$ cat src/sv/ishp_pkg.sv
// Package for the IPMI session header parser.
// Holds the item types, result kind codes, parse phases and header constants.
// No dependencies.
`default_nettype none

package ishp_pkg;

	// One input item: a byte of the session wrapper and its end-of-packet mark.
	typedef struct packed {
		logic [7:0] data_byte;
		logic       end_of_packet;
	} req_t;

	// One result item.
	typedef struct packed {
		logic [2:0]  kind;
		logic [7:0]  byte_out;
		logic        final_item;
		logic [31:0] session_number;
		logic [31:0] sequence_number;
		logic [7:0]  auth_kind;
		logic [5:0]  payload_kind;
		logic        is_authenticated;
		logic        is_encrypted;
		logic [15:0] message_length;
		logic        route;
		logic [47:0] oem_fields;
	} rsp_t;

	// Result kinds.
	localparam logic [2:0] KIND_HEADER    = 3'd0;
	localparam logic [2:0] KIND_PAYLOAD   = 3'd1;
	localparam logic [2:0] KIND_TRAILER   = 3'd2;
	localparam logic [2:0] KIND_HDR_TRUNC = 3'd3;
	localparam logic [2:0] KIND_PLD_SHORT = 3'd4;

	// Parse phase of the current packet.
	typedef enum logic [1:0] {
		PH_HEADER  = 2'd0,
		PH_PAYLOAD = 2'd1,
		PH_TRAILER = 2'd2
	} phase_t;

	// Authentication type codes.
	localparam logic [7:0] AUTH_RMCPP = 8'h06;
	localparam logic [7:0] AUTH_NONE  = 8'h00;

	// RMCP+ payload type OEM explicit; the type sits in bits 5..0.
	localparam logic [5:0] PT_OEM_EXPLICIT = 6'd2;

	// Header lengths in bytes for the four layouts.
	localparam logic [4:0] HLEN_V2      = 5'd12;
	localparam logic [4:0] HLEN_V2_OEM  = 5'd18;
	localparam logic [4:0] HLEN_V15     = 5'd10;
	localparam logic [4:0] HLEN_V15_AUTH = 5'd26;

	// First byte offsets of the session fields in the v2.0 layout.
	localparam logic [4:0] V2_BASE     = 5'd2;
	localparam logic [4:0] V2_BASE_OEM = 5'd8;

	// Offset of the length byte in the v1.5 layouts.
	localparam logic [4:0] V15_LEN_AT      = 5'd9;
	localparam logic [4:0] V15_LEN_AT_AUTH = 5'd25;

endpackage

`default_nettype wire

$ cat src/sv/ipmi_session_header_parser_top.sv
// Top level of the IPMI session header parser.
// Depends on ishp_pkg for item types, kind codes and header constants.
`default_nettype none

// Usage
// The request channel (req_valid, req_stall, req_item) carries one byte of
// an IPMI LAN session wrapper per item, with end_of_packet set on the last
// byte of each packet. An item is taken at a rising edge where req_valid is
// high and req_stall is low.
// The response channel (rsp_valid, rsp_stall, rsp_item) carries at most one
// result item per byte: the header summary when the last header byte
// arrives, then each payload byte, then each trailer byte. A packet that
// ends inside the header or inside the payload is flagged by its kind.
// Header bytes before the last one give no result unless they end the packet.
// A byte accepted at an edge is held in the input register and decoded from
// there; its result is loaded into the result register and offered from it.
// Throughput: one byte per cycle while the receiver does not stall; the
// only loop is the parse state update.
// When rsp_stall holds a result, an empty input register still takes one
// byte; after that req_stall stays high until the result is taken.
// Reset clears both registers and returns the parser to the start of a
// packet header. The parser also returns there after every end-of-packet.

module ipmi_session_header_parser_top (
	input  wire logic          clk,
	input  wire logic          arst_n,
	input  wire logic          req_valid,
	output logic               req_stall,
	input  wire ishp_pkg::req_t req_item,
	output logic               rsp_valid,
	input  wire logic          rsp_stall,
	output ishp_pkg::rsp_t     rsp_item
);

	// Input and result registers.
	logic            valid_s1;
	ishp_pkg::req_t  item_s1;
	logic            valid_s2;
	ishp_pkg::rsp_t  res_s2;

	// Parse state of the current packet.
	ishp_pkg::phase_t phase_q;
	logic [4:0]       hdr_idx_q;
	logic [7:0]       auth_q;
	logic [7:0]       ptype_q;
	logic [31:0]      sess_q;
	logic [31:0]      seq_q;
	logic [47:0]      oem_q;
	logic [15:0]      len_q;
	logic [15:0]      remain_q;

	// Next-state values and decode signals.
	ishp_pkg::phase_t phase_n;
	logic [4:0]       hdr_idx_n;
	logic [7:0]       auth_n;
	logic [7:0]       ptype_n;
	logic [31:0]      sess_n;
	logic [31:0]      seq_n;
	logic [47:0]      oem_n;
	logic [15:0]      len_n;
	logic [15:0]      remain_n;

	logic             accept;
	logic             adv;
	logic             has_res;
	ishp_pkg::rsp_t   res;

	logic [7:0]       b;
	logic             eop;
	logic [4:0]       idx;
	logic [5:0]       idx_inc;
	logic [4:0]       base;
	logic [4:0]       off;
	logic [2:0]       oem_lane;
	logic [4:0]       len_at;
	logic             v2_n;
	logic             oem_sel_n;
	logic [4:0]       hlen;
	logic             hdr_done;
	logic [7:0]       pt;
	logic [15:0]      rem_dec;

	// The result register can take a new item when it is empty or its item
	// leaves in this cycle. The byte in the input register is then processed.
	assign adv       = !valid_s2 || !rsp_stall;
	assign req_stall = valid_s1 && !adv;
	assign accept    = req_valid && !req_stall;

	assign b       = item_s1.data_byte;
	assign eop     = item_s1.end_of_packet;
	assign idx     = hdr_idx_q;
	assign idx_inc = {1'b0, hdr_idx_q} + 6'd1;

	// Header byte store: decides which header field the byte lands in.
	always_comb begin
		auth_n   = auth_q;
		ptype_n  = ptype_q;
		sess_n   = sess_q;
		seq_n    = seq_q;
		oem_n    = oem_q;
		len_n    = len_q;
		base     = (ptype_q[5:0] == ishp_pkg::PT_OEM_EXPLICIT) ?
			ishp_pkg::V2_BASE_OEM : ishp_pkg::V2_BASE;
		off      = idx - base;
		oem_lane = 3'(idx - ishp_pkg::V2_BASE);
		len_at   = (auth_q == ishp_pkg::AUTH_NONE) ?
			ishp_pkg::V15_LEN_AT : ishp_pkg::V15_LEN_AT_AUTH;
		if (idx == 5'd0) begin
			auth_n = b;
		end else if (auth_q == ishp_pkg::AUTH_RMCPP) begin
			if (idx == 5'd1) begin
				ptype_n = b;
			end else if (idx < base) begin
				oem_n[{oem_lane, 3'b000} +: 8] = b;
			end else if (off < 5'd4) begin
				sess_n[{off[1:0], 3'b000} +: 8] = b;
			end else if (off < 5'd8) begin
				seq_n[{off[1:0], 3'b000} +: 8] = b;
			end else if (off < 5'd10) begin
				len_n[{off[0], 3'b000} +: 8] = b;
			end
		end else begin
			if (idx >= 5'd1 && idx <= 5'd4) begin
				seq_n[{2'(idx - 5'd1), 3'b000} +: 8] = b;
			end else if (idx >= 5'd5 && idx <= 5'd8) begin
				sess_n[{2'(idx - 5'd5), 3'b000} +: 8] = b;
			end else if (idx == len_at) begin
				len_n = {8'h00, b};
			end
		end
	end

	// Header length follows from the authentication and payload types,
	// including a type byte that arrives with this very item.
	always_comb begin
		v2_n      = (auth_n == ishp_pkg::AUTH_RMCPP);
		oem_sel_n = v2_n && (ptype_n[5:0] == ishp_pkg::PT_OEM_EXPLICIT);
		if (v2_n) begin
			hlen = oem_sel_n ? ishp_pkg::HLEN_V2_OEM : ishp_pkg::HLEN_V2;
		end else begin
			hlen = (auth_n == ishp_pkg::AUTH_NONE) ?
				ishp_pkg::HLEN_V15 : ishp_pkg::HLEN_V15_AUTH;
		end
		hdr_done = (idx_inc >= {1'b0, hlen});
		pt       = v2_n ? ptype_n : 8'h00;
		rem_dec  = remain_q - 16'd1;
	end

	// Result and next phase for the byte in the input register.
	always_comb begin
		res            = '0;
		res.final_item = eop;
		has_res        = 1'b1;
		phase_n        = phase_q;
		hdr_idx_n      = hdr_idx_q;
		remain_n       = remain_q;
		case (phase_q)
			ishp_pkg::PH_HEADER: begin
				if (hdr_done) begin
					res.kind             = ishp_pkg::KIND_HEADER;
					res.session_number   = sess_n;
					res.sequence_number  = seq_n;
					res.auth_kind        = auth_n;
					res.payload_kind     = pt[5:0];
					res.is_authenticated = pt[6];
					res.is_encrypted     = pt[7];
					res.message_length   = len_n;
					// Encrypted or non-IPMI RMCP+ payloads go to the raw handler.
					res.route            = pt[7] || (v2_n && pt[5:0] != 6'd0);
					res.oem_fields       = oem_sel_n ? oem_n : 48'd0;
					remain_n             = len_n;
					phase_n   = (len_n != 16'd0) ? ishp_pkg::PH_PAYLOAD :
						ishp_pkg::PH_TRAILER;
					hdr_idx_n = 5'd0;
				end else begin
					hdr_idx_n = idx_inc[4:0];
					res.kind  = ishp_pkg::KIND_HDR_TRUNC;
					has_res   = eop;
				end
			end
			ishp_pkg::PH_PAYLOAD: begin
				remain_n     = rem_dec;
				res.kind     = (eop && rem_dec != 16'd0) ? ishp_pkg::KIND_PLD_SHORT :
					ishp_pkg::KIND_PAYLOAD;
				res.byte_out = b;
				if (rem_dec == 16'd0) begin
					phase_n = ishp_pkg::PH_TRAILER;
				end
			end
			ishp_pkg::PH_TRAILER: begin
				res.kind     = ishp_pkg::KIND_TRAILER;
				res.byte_out = b;
			end
			default: begin
				has_res = 1'b0;
				phase_n = ishp_pkg::PH_HEADER;
			end
		endcase
	end

	// Input register.
	always_ff @(posedge clk or negedge arst_n) begin
		if (!arst_n) begin
			valid_s1 <= 1'b0;
		end else if (accept) begin
			valid_s1 <= 1'b1;
		end else if (adv) begin
			valid_s1 <= 1'b0;
		end
	end

	always_ff @(posedge clk) begin
		if (accept) begin
			item_s1 <= req_item;
		end
	end

	// Parse state; every end-of-packet returns it to the header start.
	always_ff @(posedge clk or negedge arst_n) begin
		if (!arst_n) begin
			phase_q   <= ishp_pkg::PH_HEADER;
			hdr_idx_q <= '0;
			auth_q    <= '0;
			ptype_q   <= '0;
			sess_q    <= '0;
			seq_q     <= '0;
			oem_q     <= '0;
			len_q     <= '0;
			remain_q  <= '0;
		end else if (valid_s1 && adv) begin
			if (eop) begin
				phase_q   <= ishp_pkg::PH_HEADER;
				hdr_idx_q <= '0;
				auth_q    <= '0;
				ptype_q   <= '0;
				sess_q    <= '0;
				seq_q     <= '0;
				oem_q     <= '0;
				len_q     <= '0;
				remain_q  <= '0;
			end else begin
				phase_q   <= phase_n;
				hdr_idx_q <= hdr_idx_n;
				remain_q  <= remain_n;
				if (phase_q == ishp_pkg::PH_HEADER) begin
					auth_q  <= auth_n;
					ptype_q <= ptype_n;
					sess_q  <= sess_n;
					seq_q   <= seq_n;
					oem_q   <= oem_n;
					len_q   <= len_n;
				end
			end
		end
	end

	// Result register.
	always_ff @(posedge clk or negedge arst_n) begin
		if (!arst_n) begin
			valid_s2 <= 1'b0;
		end else if (adv) begin
			valid_s2 <= valid_s1 && has_res;
		end
	end

	always_ff @(posedge clk) begin
		if (adv && valid_s1 && has_res) begin
			res_s2 <= res;
		end
	end

	assign rsp_valid = valid_s2;
	assign rsp_item  = res_s2;

	// Outside the header phase the header offset is always back at zero.
	assert property (@(posedge clk) disable iff (!arst_n)
		phase_q != ishp_pkg::PH_HEADER |-> hdr_idx_q == 5'd0)
		else $error("header offset not cleared after header");

	// The payload phase is only held while payload bytes remain.
	assert property (@(posedge clk) disable iff (!arst_n)
		phase_q == ishp_pkg::PH_PAYLOAD |-> remain_q != 16'd0)
		else $error("payload phase with zero bytes remaining");

	// A byte held in the input register by a full result stage is kept.
	assert property (@(posedge clk) disable iff (!arst_n)
		valid_s1 && !adv |=> valid_s1 && $stable(item_s1))
		else $error("input register lost a waiting byte");

endmodule

`default_nettype wire

$ cat config.mk
export PLATFORM = sky130hd
export DESIGN_NAME = ipmi_session_header_parser_top
export DESIGN_NICKNAME = d
export VERILOG_FILES = /design/src/sv/ishp_pkg.sv /design/src/sv/ipmi_session_header_parser_top.sv
export SDC_FILE = /design/constraint.sdc
export NUM_CORES = 1
export LEC_CHECK = 0
export ABC_AREA = 1
export BUFFER_PORTS_ARGS = -buffer_cell sky130_fd_sc_hd__buf_2
export CORE_ASPECT_RATIO = 1.75
export CORE_UTILIZATION = 50
export CTS_CLUSTER_DIAMETER = 200
export CTS_CLUSTER_SIZE = 16
export DETAILED_ROUTE_END_ITERATION = 7
export GPL_TIMING_DRIVEN = 0
export PLACE_DENSITY = 0.69
export SYNTH_ARGS = -nofsm -noshare
export SYNTH_HDL_FRONTEND = slang
export SYNTH_SLANG_ARGS = --single-unit
$ cat constraint.sdc
create_clock -name clk -period 15.07 [get_ports clk]
set_input_delay 3.014 -clock clk [delete_from_list [all_inputs] [get_ports clk]]
set_output_delay 3.014 -clock clk [all_outputs]
set_load 0.02 [all_outputs]
==> flow_summary_export.csv, run 1 <==
group,metric,value,unit
status,status,"complete, but fails checks",
status,violations,"max-capacitance violations, max-slew violations",
setup_path,cp_data_arrival_time,6.88,ns
cts,ctsResizeCount,0,
grt,grt_use_met1,0.4095,
finish,drive_above_1_share,0.1117,
floorplanning,coreArea,34680,um^2
logic_synthesis,ys_seq_area_frac,0.5208,
finish,area_delta_synth_final,12.76,%
logic_synthesis,post-synth-top-count-cell,"nand2_1",
logic_synthesis,synth_area_leaders,"edfxtp_1 28%, dfrtp_1 24%, nand2_1 9.4%",
cts,cts_tree,"built",
min_path,hp-class,"reg2reg",
logic_synthesis,syn_area,17690,um^2
setup_path,startpoint_type,"flip-flop",
setup_path,cp.required,15.33,ns
setup_path,max_stage_delay,0.51,ns
floorplanning,core.rowCount,90,
route,ant_nets,0,
pwr,power.leakage,8.435,nW
grt,gr-usage-met3,0.04476,
pwr,p_comb_frac,0.484,
sta,max_freq,151.1,MHz
grt,globalRouteMet2Util,0.6374,
cts,hold_buffers,0,
grt,antenna_found_initial,1,
sta,min_period,6.617,ns
logic_synthesis,synth_edf_count,166,
setup_path,crit_fanout,39,
floorplanning,die_x,144.2,um
place,place.gp.congestion,1.000,
cts,clockRootBuffer,"clkbuf_16",
sta,post-route-period-util,0.4391,
logic_synthesis,ys_seq_elements,335,
setup_path,critical_path_class,"reg2reg",
grt,grt_max_degree,92,
setup_path,cp_top_family,"buffers and inverters",
finish,n_fill_cell,3237,
run,maxCapViolCount,1,
pwr,p_int,1.960,mW
place,place.port_buffers,171,
logic_synthesis,ys_dominant_reg_cell,"dfrtp_1",
logic_synthesis,yosys.area.top_type,"edfxtp_1",
setup_path,crit_buf_inv,9,
sta,worst_pin_slew,1.570,ns
cts,path_clk_slew,0.08,ns
logic_synthesis,netlist_instances,2135,
pwr,peakVddDrop,0.1625,mV
cts,cts.sinks,335,
route,first_iter_violations,1363,
floorplanning,dieArea,36170,um^2
floorplanning,start_util,0.5101,
floorplanning,die_h,250.8,um
pwr,netSwitchingFraction,0.4814,
sta,slew_violations,10,
sta,setup_viol,0,
route,viasPerCell,5.925,
logic_synthesis,syn_nets,2178,
logic_synthesis,synthArstFlopShare,0.5045,
pwr,pwr-share-seq,0.347,
logic_synthesis,synth_common_cells,"441 x nand2_1, 263 x nor2_1, 215 x inv_1, 198 x o21ai_0, 169 x dfrtp_1",
finish,finalNonFillerCells,2815,
pwr,power.density,189.4,nW/um^2
cts,htreeDepth,1,
sta,fin_tns_setup,0,ns
route,wl_per_cell,23.65,um
setup_path,end_kind,"flip-flop",
grt,grt_busiest_layer,"met2",
grt,overflow,0,
sta,hold_violations,0,
cts,cts_buffers,24,
pwr,p_sw,1.819,mW
sta,rsz0062_at_grt,"false",
setup_path,r2r_slack,8.45,ns
pwr,power_frac_clock,0.169,
finish,antennaDiodeCount,0,
grt,grt_pass1_wl,98040,um
finish,layout.nets,2380,
route,routed_wl,66570,um
cts,post_cts_buffers,0,
sta,skew,0.02379,ns
floorplanning,io_pins,172,
cts,clk_path_buf_depth,3,
grt,grt_usage,0.3744,
grt,first_global_vias,16207,
route,drc,0,
logic_synthesis,synth-warning-count,0,
route,drtPass1Iterations,5,
place,dpl.hpwl,50530,um
logic_synthesis,yosysTopAreaCellShare,0.2818,
logic_synthesis,ys_types,44,
place,placedCellCount,2771,
cts,clk_latency,0.58,ns
sta,max_slew_margin,-0.04687,
setup_path,cpMaxStageDelayCell,"dfrtp_1",
route,num_vias,16678,
logic_synthesis,syn_avg_cell_area,8.286,um^2
==> area by class of cell <==
cell class	count	area, um^2	area share
plain buffers	107	432.9	0.02170
clock buffers	44	700.7	0.03513
inverters	232	870.8	0.04366
multi-input cells	1461	7181	0.3600
flip-flops and latches	335	9214	0.4619
well taps	460	575.6	0.02885
repair buffers	176	973.4	0.04880
==> flip-flops by register name (all words and copies together), names as in the netlist, 2 cells and up <==
register	count
len_q	16
phase_q	2
sess_q	32
oem_q	48
auth_q	8
ptype_q	8
rsp_item	157
remain_q	16
b	8
hdr_idx_q	5
seq_q	32
==> logic make-up (layout without fill, tap and decap cells) <==
family,count (synthesis),in the layout,synth area share
compound gates,512,512,0.1640
xor+xnor,15,15,0.007426
fa+ha+maj,30,30,0.02122
buf+inv,339,559,0.07370
flops,335,335,0.5208
mux,2,2,0.001132
simple gates,902,902,0.2117
==> metrics by stage <==
| stage | util | area, um^2 | hold WS (ns) | power [mW] | setup slack (ns) |
|---|---|---|---|---|---|
| after floorplan | - | 17690 | 0.4479 | 2.441 | 4.318 |
| after global placement | 0.5513 | 19120 | 0.4661 | 3.118 | 0.5197 |
| after detailed placement | 0.5549 | 19250 | 0.4726 | 3.113 | 8.371 |
| after CTS | 0.5751 | 19950 | 0.4943 | 3.743 | 8.450 |
| after global routing | 0.5751 | 19950 | 0.5199 | 3.955 | 8.034 |
| final | 0.5751 | 19950 | 0.4897 | 3.779 | 8.453 |
==> placed cells by master, fill, tap and decap left out, drive strengths merged, types with 3 or more instances in the layout <==
master	Yosys	layout
nand2	443	443
nor2	292	292
o21ai	240	240
inv	227	227
buf	24	200
dfrtp	169	169
edfxtp	166	166
clkbuf	83	127
nand3	119	119
a21oi	91	91
o22ai	87	87
o211ai	36	36
nor3	31	31
ha	30	30
a31oi	18	18
xor2	13	13
nand4	9	9
o31ai	9	9
a22oi	9	9
o21a	7	7
nor4	6	6
clkinv	5	5
a22o	3	3
==> power by group through the flow <==
| stage | sequential [mW] | clock (mW) | combinational (mW) |
|---|---|---|---|
| detailed placement | 1.33 | 0 | 1.79 |
| global route | 1.33 | 0.675 | 1.95 |
| CTS | 1.31 | 0.642 | 1.79 |
| global placement | 1.37 | 0 | 1.74 |
| finish | 1.31 | 0.638 | 1.83 |
| floorplan | 1.53 | 0 | 0.907 |
==> routing by layer <==
layer,vias to the layer above,wire (um)
li1,7616,-
met1,7926,22830
met2,859,33250
met3,275,4014
met4,2,6474
met5,-,9
==> worst paths after layout <==
check                                     to         start  cells after the start
worst max-delay path            rsp_item[22]  hdr_idx_q[0]                     25
worst min-delay path                oem_q[9]      oem_q[9]                      2
worst max register to register  rsp_item[22]  hdr_idx_q[0]                     25
worst min register to register      oem_q[9]      oem_q[9]                      2
max in group asynchronous          oem_q[17]        arst_n                      2
min in group asynchronous         phase_q[0]        arst_n                      1
==> worst min-delay path: stages (launching register included) <==
cell     delay (ns)
dfrtp_1        0.35
nand2_1        0.05
o21ai_0        0.06
No activity file was read; power rests on OpenSTA's default activity.
==> run 2: changes to the inputs <==
==> constraint.sdc (replaced) <==
create_clock -name clk -period 6.66 [get_ports clk]
set_input_delay 1.332 -clock clk [delete_from_list [all_inputs] [get_ports clk]]
set_output_delay 1.332 -clock clk [all_outputs]
set_load 0.02 [all_outputs]
==> run 2 against run 1 <==
Against the previous run: the flow finishes with violations (design-rule violations); largest power group unchanged; wire length grew 0.36%; non-clock buffer count increased by 5; highest routed layer is now met4; cell count grew 0.21%.
==> flow_summary_export.csv, run 2 (synthesis results as in run 1) <==
group,metric,value,unit
pwr,peakVddDrop,0.3114,mV
cts,cts_tree,"built",
cts,clockRootBuffer,"clkbuf_16",
floorplanning,start_util,0.5101,
sta,skew,0.01233,ns
place,dpl_worst_slack,0.1429,ns
route,first_iter_violations,1501,
place,place.port_buffers,171,
pwr,power.density,427.0,nW/um^2
min_path,whs_path_depth,2,
cts,path_clk_slew,0.08,ns
grt,overflow,0,
grt,grt_max_degree,87,
setup_path,critical_path_class,"reg2reg",
route,drc,2,
floorplanning,die_x,144.2,um
grt,first_global_vias,16289,
finish,antennaDiodeCount,0,
setup_path,r2r_slack,0.38,ns
place,dpl.hpwl,51140,um
sta,setup_slack,0.3755,ns
setup_path,rr_startpoint,"hdr_idx_q[0]",
place,placed_cell_area,19250,um^2
floorplanning,die_h,250.8,um
setup_path,end_kind,"flip-flop",
finish,layout.nets,2386,
grt,antenna_found_initial,0,
min_path,hp-class,"reg2reg",
floorplanning,dieArea,36170,um^2
cts,cts_buffers,24,
sta,rsz0062_at_grt,"false",
status,violations,"design-rule violations",
cts,hold_buffers,0,
sta,worst_pin_slew,1.331,ns
sta,hold_violations,0,
finish,largest_register_ffs,157,
route,num_vias,16535,
sta,min_period,6.284,ns
floorplanning,core.rowCount,90,
cts,clk_latency,0.57,ns
setup_path,worst_r2r_path_depth,25,
finish,final_util,0.5766,
cts,htreeDepth,1,
setup_path,crit_fanout,33,
cts,clk_path_buf_depth,3,
place,place.gp.congestion,0.9899,
finish,design_area,20000,um^2
sta,post-route-period-util,0.9436,
finish,mostFrequentLayoutCells,"441 x nand2_1, 262 x nor2_1, 215 x inv_1",
finish,n_fill_cell,3232,
finish,final_common_cell,"nand2_1",
min_path,worst_hold_path.endpoint,"sess_q[8]",
floorplanning,coreArea,34680,um^2
grt,grt_pass1_wl,97470,um
status,status,"complete, but fails checks",
setup_path,startpoint_type,"flip-flop",
route,routed_wl,66810,um
route,ant_nets,0,
setup_path,regToRegEndpoint,"rsp_item[22]",
pwr,total_power,8.539,mW
sta,slew_violations,0,
setup_path,cp_data_arrival_time,6.55,ns
pwr,power.leakage,8.463,nW
finish,drive_above_1_share,0.1148,
route,wl_per_cell,23.68,um
finish,area_delta_synth_final,13.05,%
grt,grt_usage,0.3734,
sta,max_freq,159.1,MHz
setup_path,cp.required,6.92,ns
sta,setup_viol,0,
route,drtPass1Iterations,8,
run,maxCapViolCount,0,
cts,cts.sinks,335,
route,viasPerCell,5.861,
min_path,hp-start,"sess_q[8]",
sta,max_slew_margin,0.1058,
floorplanning,io_pins,172,
[run 2: repair_timing]
| item | 4_1_cts | 5_1_grt |
|---|---|---|
| endpoints found under the setup margin | 0 | 145 |
| gates resized for setup | 0 | 3 |
| setup buffers | 0 | 5 |
[run 2: where the power goes]
group / switching [mW] / internal, mW / total, mW
logic: 3.14 / 1.00 / 4.14
registers: 0.220 / 2.74 / 2.96
clock network: 0.736 / 0.705 / 1.44
total: 4.09 / 4.45 / 8.54
[run 2: final cells by class]
class	instances	area (um^2)	share of cell area
sequential	335	9214	0.4607
multi-input combinational	1462	7197	0.3599
timing repair buffer	181	1011	0.05055
inverter	232	870.8	0.04354
clock buffer	44	696.9	0.03485
tap	460	575.6	0.02878
buffer	107	434.2	0.02171
[run 2: stage by stage]
step / TNS [ns] / instances / hold WS [ns]
final: 0 / 2821 / 0.4899
after global placement: -267.14 / 2766 / 0.4653
after global routing: 0 / 2821 / 0.5137
after floorplan: 0 / 2135 / 0.4479
after detailed placement: 0 / 2771 / 0.4733
after CTS: 0 / 2815 / 0.4923
[run 2: worst max-delay path by stage]
stage | endpoint | start
floorplan | rsp_item[0] | hdr_idx_q[0]
global placement | rsp_item[22] | hdr_idx_q[0]
detailed placement | rsp_item[23] | hdr_idx_q[0]
CTS | rsp_item[36] | hdr_idx_q[0]
global route | remain_q[10] | hdr_idx_q[0]
finish | rsp_item[22] | hdr_idx_q[0]
[run 2: critical path: stages, from the launching register on]
cell and delay, ns:
dfrtp_1 0.50, buf_2 0.29, clkinv_1 0.41, ha_1 0.44, inv_1 0.20, nor2_4 0.10
buf_2 0.20, o21ai_0 0.28, nand4_1 0.20, nor2_1 0.35, nand3_1 0.22, inv_1 0.12
nand2_1 0.10, ha_1 0.29, nand2_1 0.05, a21boi_0 0.17, o21a_1 0.13, o21ai_0 0.06
nand2_1 0.16, inv_1 0.06, nor2_1 0.27, inv_2 0.25, a21o_1 0.29, nor2_4 0.29
buf_12 0.25, buf_12 0.23
[run 2: metal layers]
metal,wire length (um),up-vias,global-route usage
met5,0,-,0
met2,33770,744,0.6462
li1,-,7629,-
met4,6769,0,0.3284
met1,22620,7884,0.3950
met3,3647,278,0.04286
==> run 3: changes to the inputs <==
--- a/config.mk
+++ b/config.mk
@@ -7,13 +7,15 @@
 export LEC_CHECK = 0
 export ABC_AREA = 1
 export BUFFER_PORTS_ARGS = -buffer_cell sky130_fd_sc_hd__buf_2
+export CELL_PAD_IN_SITES_DETAIL_PLACEMENT = 1
+export CELL_PAD_IN_SITES_GLOBAL_PLACEMENT = 1
 export CORE_ASPECT_RATIO = 1.75
-export CORE_UTILIZATION = 50
+export CORE_UTILIZATION = 45
 export CTS_CLUSTER_DIAMETER = 200
 export CTS_CLUSTER_SIZE = 16
 export DETAILED_ROUTE_END_ITERATION = 7
 export GPL_TIMING_DRIVEN = 0
-export PLACE_DENSITY = 0.69
+export PLACE_DENSITY_LB_ADDON = 0.1
 export SYNTH_ARGS = -nofsm -noshare
 export SYNTH_HDL_FRONTEND = slang
 export SYNTH_SLANG_ARGS = --single-unit
==> run 3 against run 2 <==
Against the previous run: die area up 11%; maximum frequency increased by 1.8%; sequential power about the same; cell count increased by 0.74%; wire length grew 10%; hold slack improved by 0.0066 ns; final area increased by 0.16%; clock skew grew 0.011 ns; worst setup slack improved by 0.11 ns; flip-flop and latch count unchanged; power is 1.7% higher; the flow still finishes with violations (design-rule violations).
==> flow_summary_export.csv, run 3 (synthesis results as in run 1) <==
group,metric,value,unit
status,status,"complete, but fails checks",
status,violations,"design-rule violations",
route,wl_per_cell,25.95,um
min_path,whs_path_depth,2,
finish,final_common_cell,"nand2_1",
pwr,p_comb_frac,0.489,
sta,skew,0.02314,ns
floorplanning,die_x,151.9,um
route,drc,14,
floorplanning,dieArea,40140,um^2
grt,overflow,0,
route,num_vias,16799,
pwr,power_frac_clock,0.167,
route,viasPerCell,5.911,
pwr,netSwitchingFraction,0.4870,
pwr,pwr-share-seq,0.344,
pwr,power.leakage,8.456,nW
grt,grt_max_degree,110,
min_path,hp-class,"reg2reg",
setup_path,startpoint_type,"flip-flop",
sta,worst_pin_slew,1.412,ns
cts,cts_buffers,24,
setup_path,end_kind,"flip-flop",
setup_path,critical_path_class,"reg2reg",
route,drtPass1Iterations,7,
floorplanning,io_pins,172,
run,maxCapViolCount,0,
setup_path,worst_r2r_path_depth,24,
sta,rsz0062_at_grt,"false",
sta,whs,0.4965,ns
setup_path,cpMaxStageDelayCell,"clkbuf_1",
pwr,p_int,4.455,mW
route,ant_nets,0,
finish,layout.nets,2383,
sta,max_slew_margin,0.05863,
cts,cts.sinks,335,
sta,setup_viol,0,
floorplanning,die_h,264.3,um
route,first_iter_violations,1037,
route,routed_wl,73740,um
finish,final_util,0.5185,
finish,largest_register_ffs,157,
grt,antenna_found_initial,0,
finish,area_delta_synth_final,13.23,%
place,place.port_buffers,171,
floorplanning,core.rowCount,95,
finish,antennaDiodeCount,0,
cts,cts_tree,"built",
floorplanning,coreArea,38630,um^2
sta,slew_violations,0,
sta,min_period,6.175,ns
setup_path,crit_fanout,12,
setup_path,cp_cell_sequence,"buf_2 > clkinvlp_4 > ha_1 > inv_1 > nor2_4 > buf_2 > o21ai_0 > nand4_1 > nor2_1 > nand3_1 > inv_1 > nand2_1 > ha_1 > nand2_1 > a21boi_0 > o21a_1 > o21ai_0 > nand2_1 > inv_1 > nor2_1 > inv_2 > clkbuf_1 > buf_1 > nor2_1",
grt,grt_usage,0.3691,
place,dpl.hpwl,57380,um
sta,max_freq,161.9,MHz
finish,drive_above_1_share,0.1133,
pwr,peakVddDrop,0.3010,mV
cts,clk_latency,0.58,ns
sta,hold_violations,0,
sta,post-route-period-util,0.9272,
pwr,total_power,8.684,mW
finish,mostFrequentLayoutCells,"441 x nand2_1, 262 x nor2_1, 215 x inv_1",
grt,grt_pass1_wl,110000,um
cts,clk_path_buf_depth,3,
cts,clockRootBuffer,"clkbuf_16",
cts,path_clk_slew,0.08,ns
setup_path,cp_data_arrival_time,6.47,ns
pwr,power.density,433.5,nW/um^2
grt,first_global_vias,17990,
place,place.gp.congestion,0.9595,
setup_path,cp.required,6.95,ns
floorplanning,start_util,0.4579,
cts,htreeDepth,1,
pwr,p_sw,4.229,mW
setup_path,max_stage_delay,0.71,ns
-- run 3: cell type report --
class / instances / area (um^2)
fillers: 4701 / 18600
flip-flops and latches: 335 / 9214
multi-input cells: 1461 / 7187
repair buffers: 179 / 1023
inverters: 232 / 874.6
clock buffers: 43 / 693.2
well taps: 485 / 606.8
plain buffers: 107 / 432.9
-- run 3: through the flow --
step | area [um^2] | worst slack [ns] | instances | setup TNS (ns)
3_3_place_gp | 19160 | -1.637 | 2791 | -253.00
3_5_place_dp | 19310 | 0.1715 | 2797 | 0
5_1_grt | 20030 | 0.1676 | 2842 | 0
2_1_floorplan | 17700 | 0.3914 | 2135 | 0
4_1_cts | 20010 | 0.1325 | 2840 | 0
6_report | 20030 | 0.4848 | 2842 | 0
-- run 3: worst max-delay path, delay by kind of cell (launching register included) --
family                     cells  cell delay (ns)
and+or+nand+nor                9             1.12
AOI/OAI and AO/OA              4             0.80
DFF                            1             0.53
adders and majority gates      2             0.67
buffers and inverters          9             2.74
-- run 3: routing by layer --
metal / vias to the layer above / wire [um] / global-route usage
met4: 0 / 6806 / 0.3172
met3: 263 / 3169 / 0.04610
met2: 545 / 38950 / 0.6838
met5: - / 0 / 0
met1: 8378 / 24810 / 0.3633
li1: 7613 / - / -
-- run 3: worst paths after layout --
kind                                     end         start  slack (ns)
worst max-delay path            rsp_item[79]  hdr_idx_q[0]        0.48
worst min-delay path              sess_q[10]    sess_q[10]        0.50
worst max register to register  rsp_item[79]  hdr_idx_q[0]        0.48
worst min register to register    sess_q[10]    sess_q[10]        0.50
max in group asynchronous          seq_q[20]        arst_n        4.91
min in group asynchronous           seq_q[6]        arst_n        0.69
-- run 3: timing repair --
item	4_1_cts	5_1_grt
buffers inserted	0	2
hold buffers	0	0
gates resized for setup	0	2
endpoints found under the setup margin	0	53
-- run 3: power by group through the flow --
stage | clock, mW | sequential (mW) | combinational [mW]
3_3_place_gp | 0 | 3.03 | 3.99
2_1_floorplan | 0 | 3.41 | 2.06
3_5_place_dp | 0 | 3.02 | 4.19
5_1_grt | 1.52 | 3.03 | 4.53
6_report | 1.45 | 2.98 | 4.25
4_1_cts | 1.48 | 2.98 | 4.20
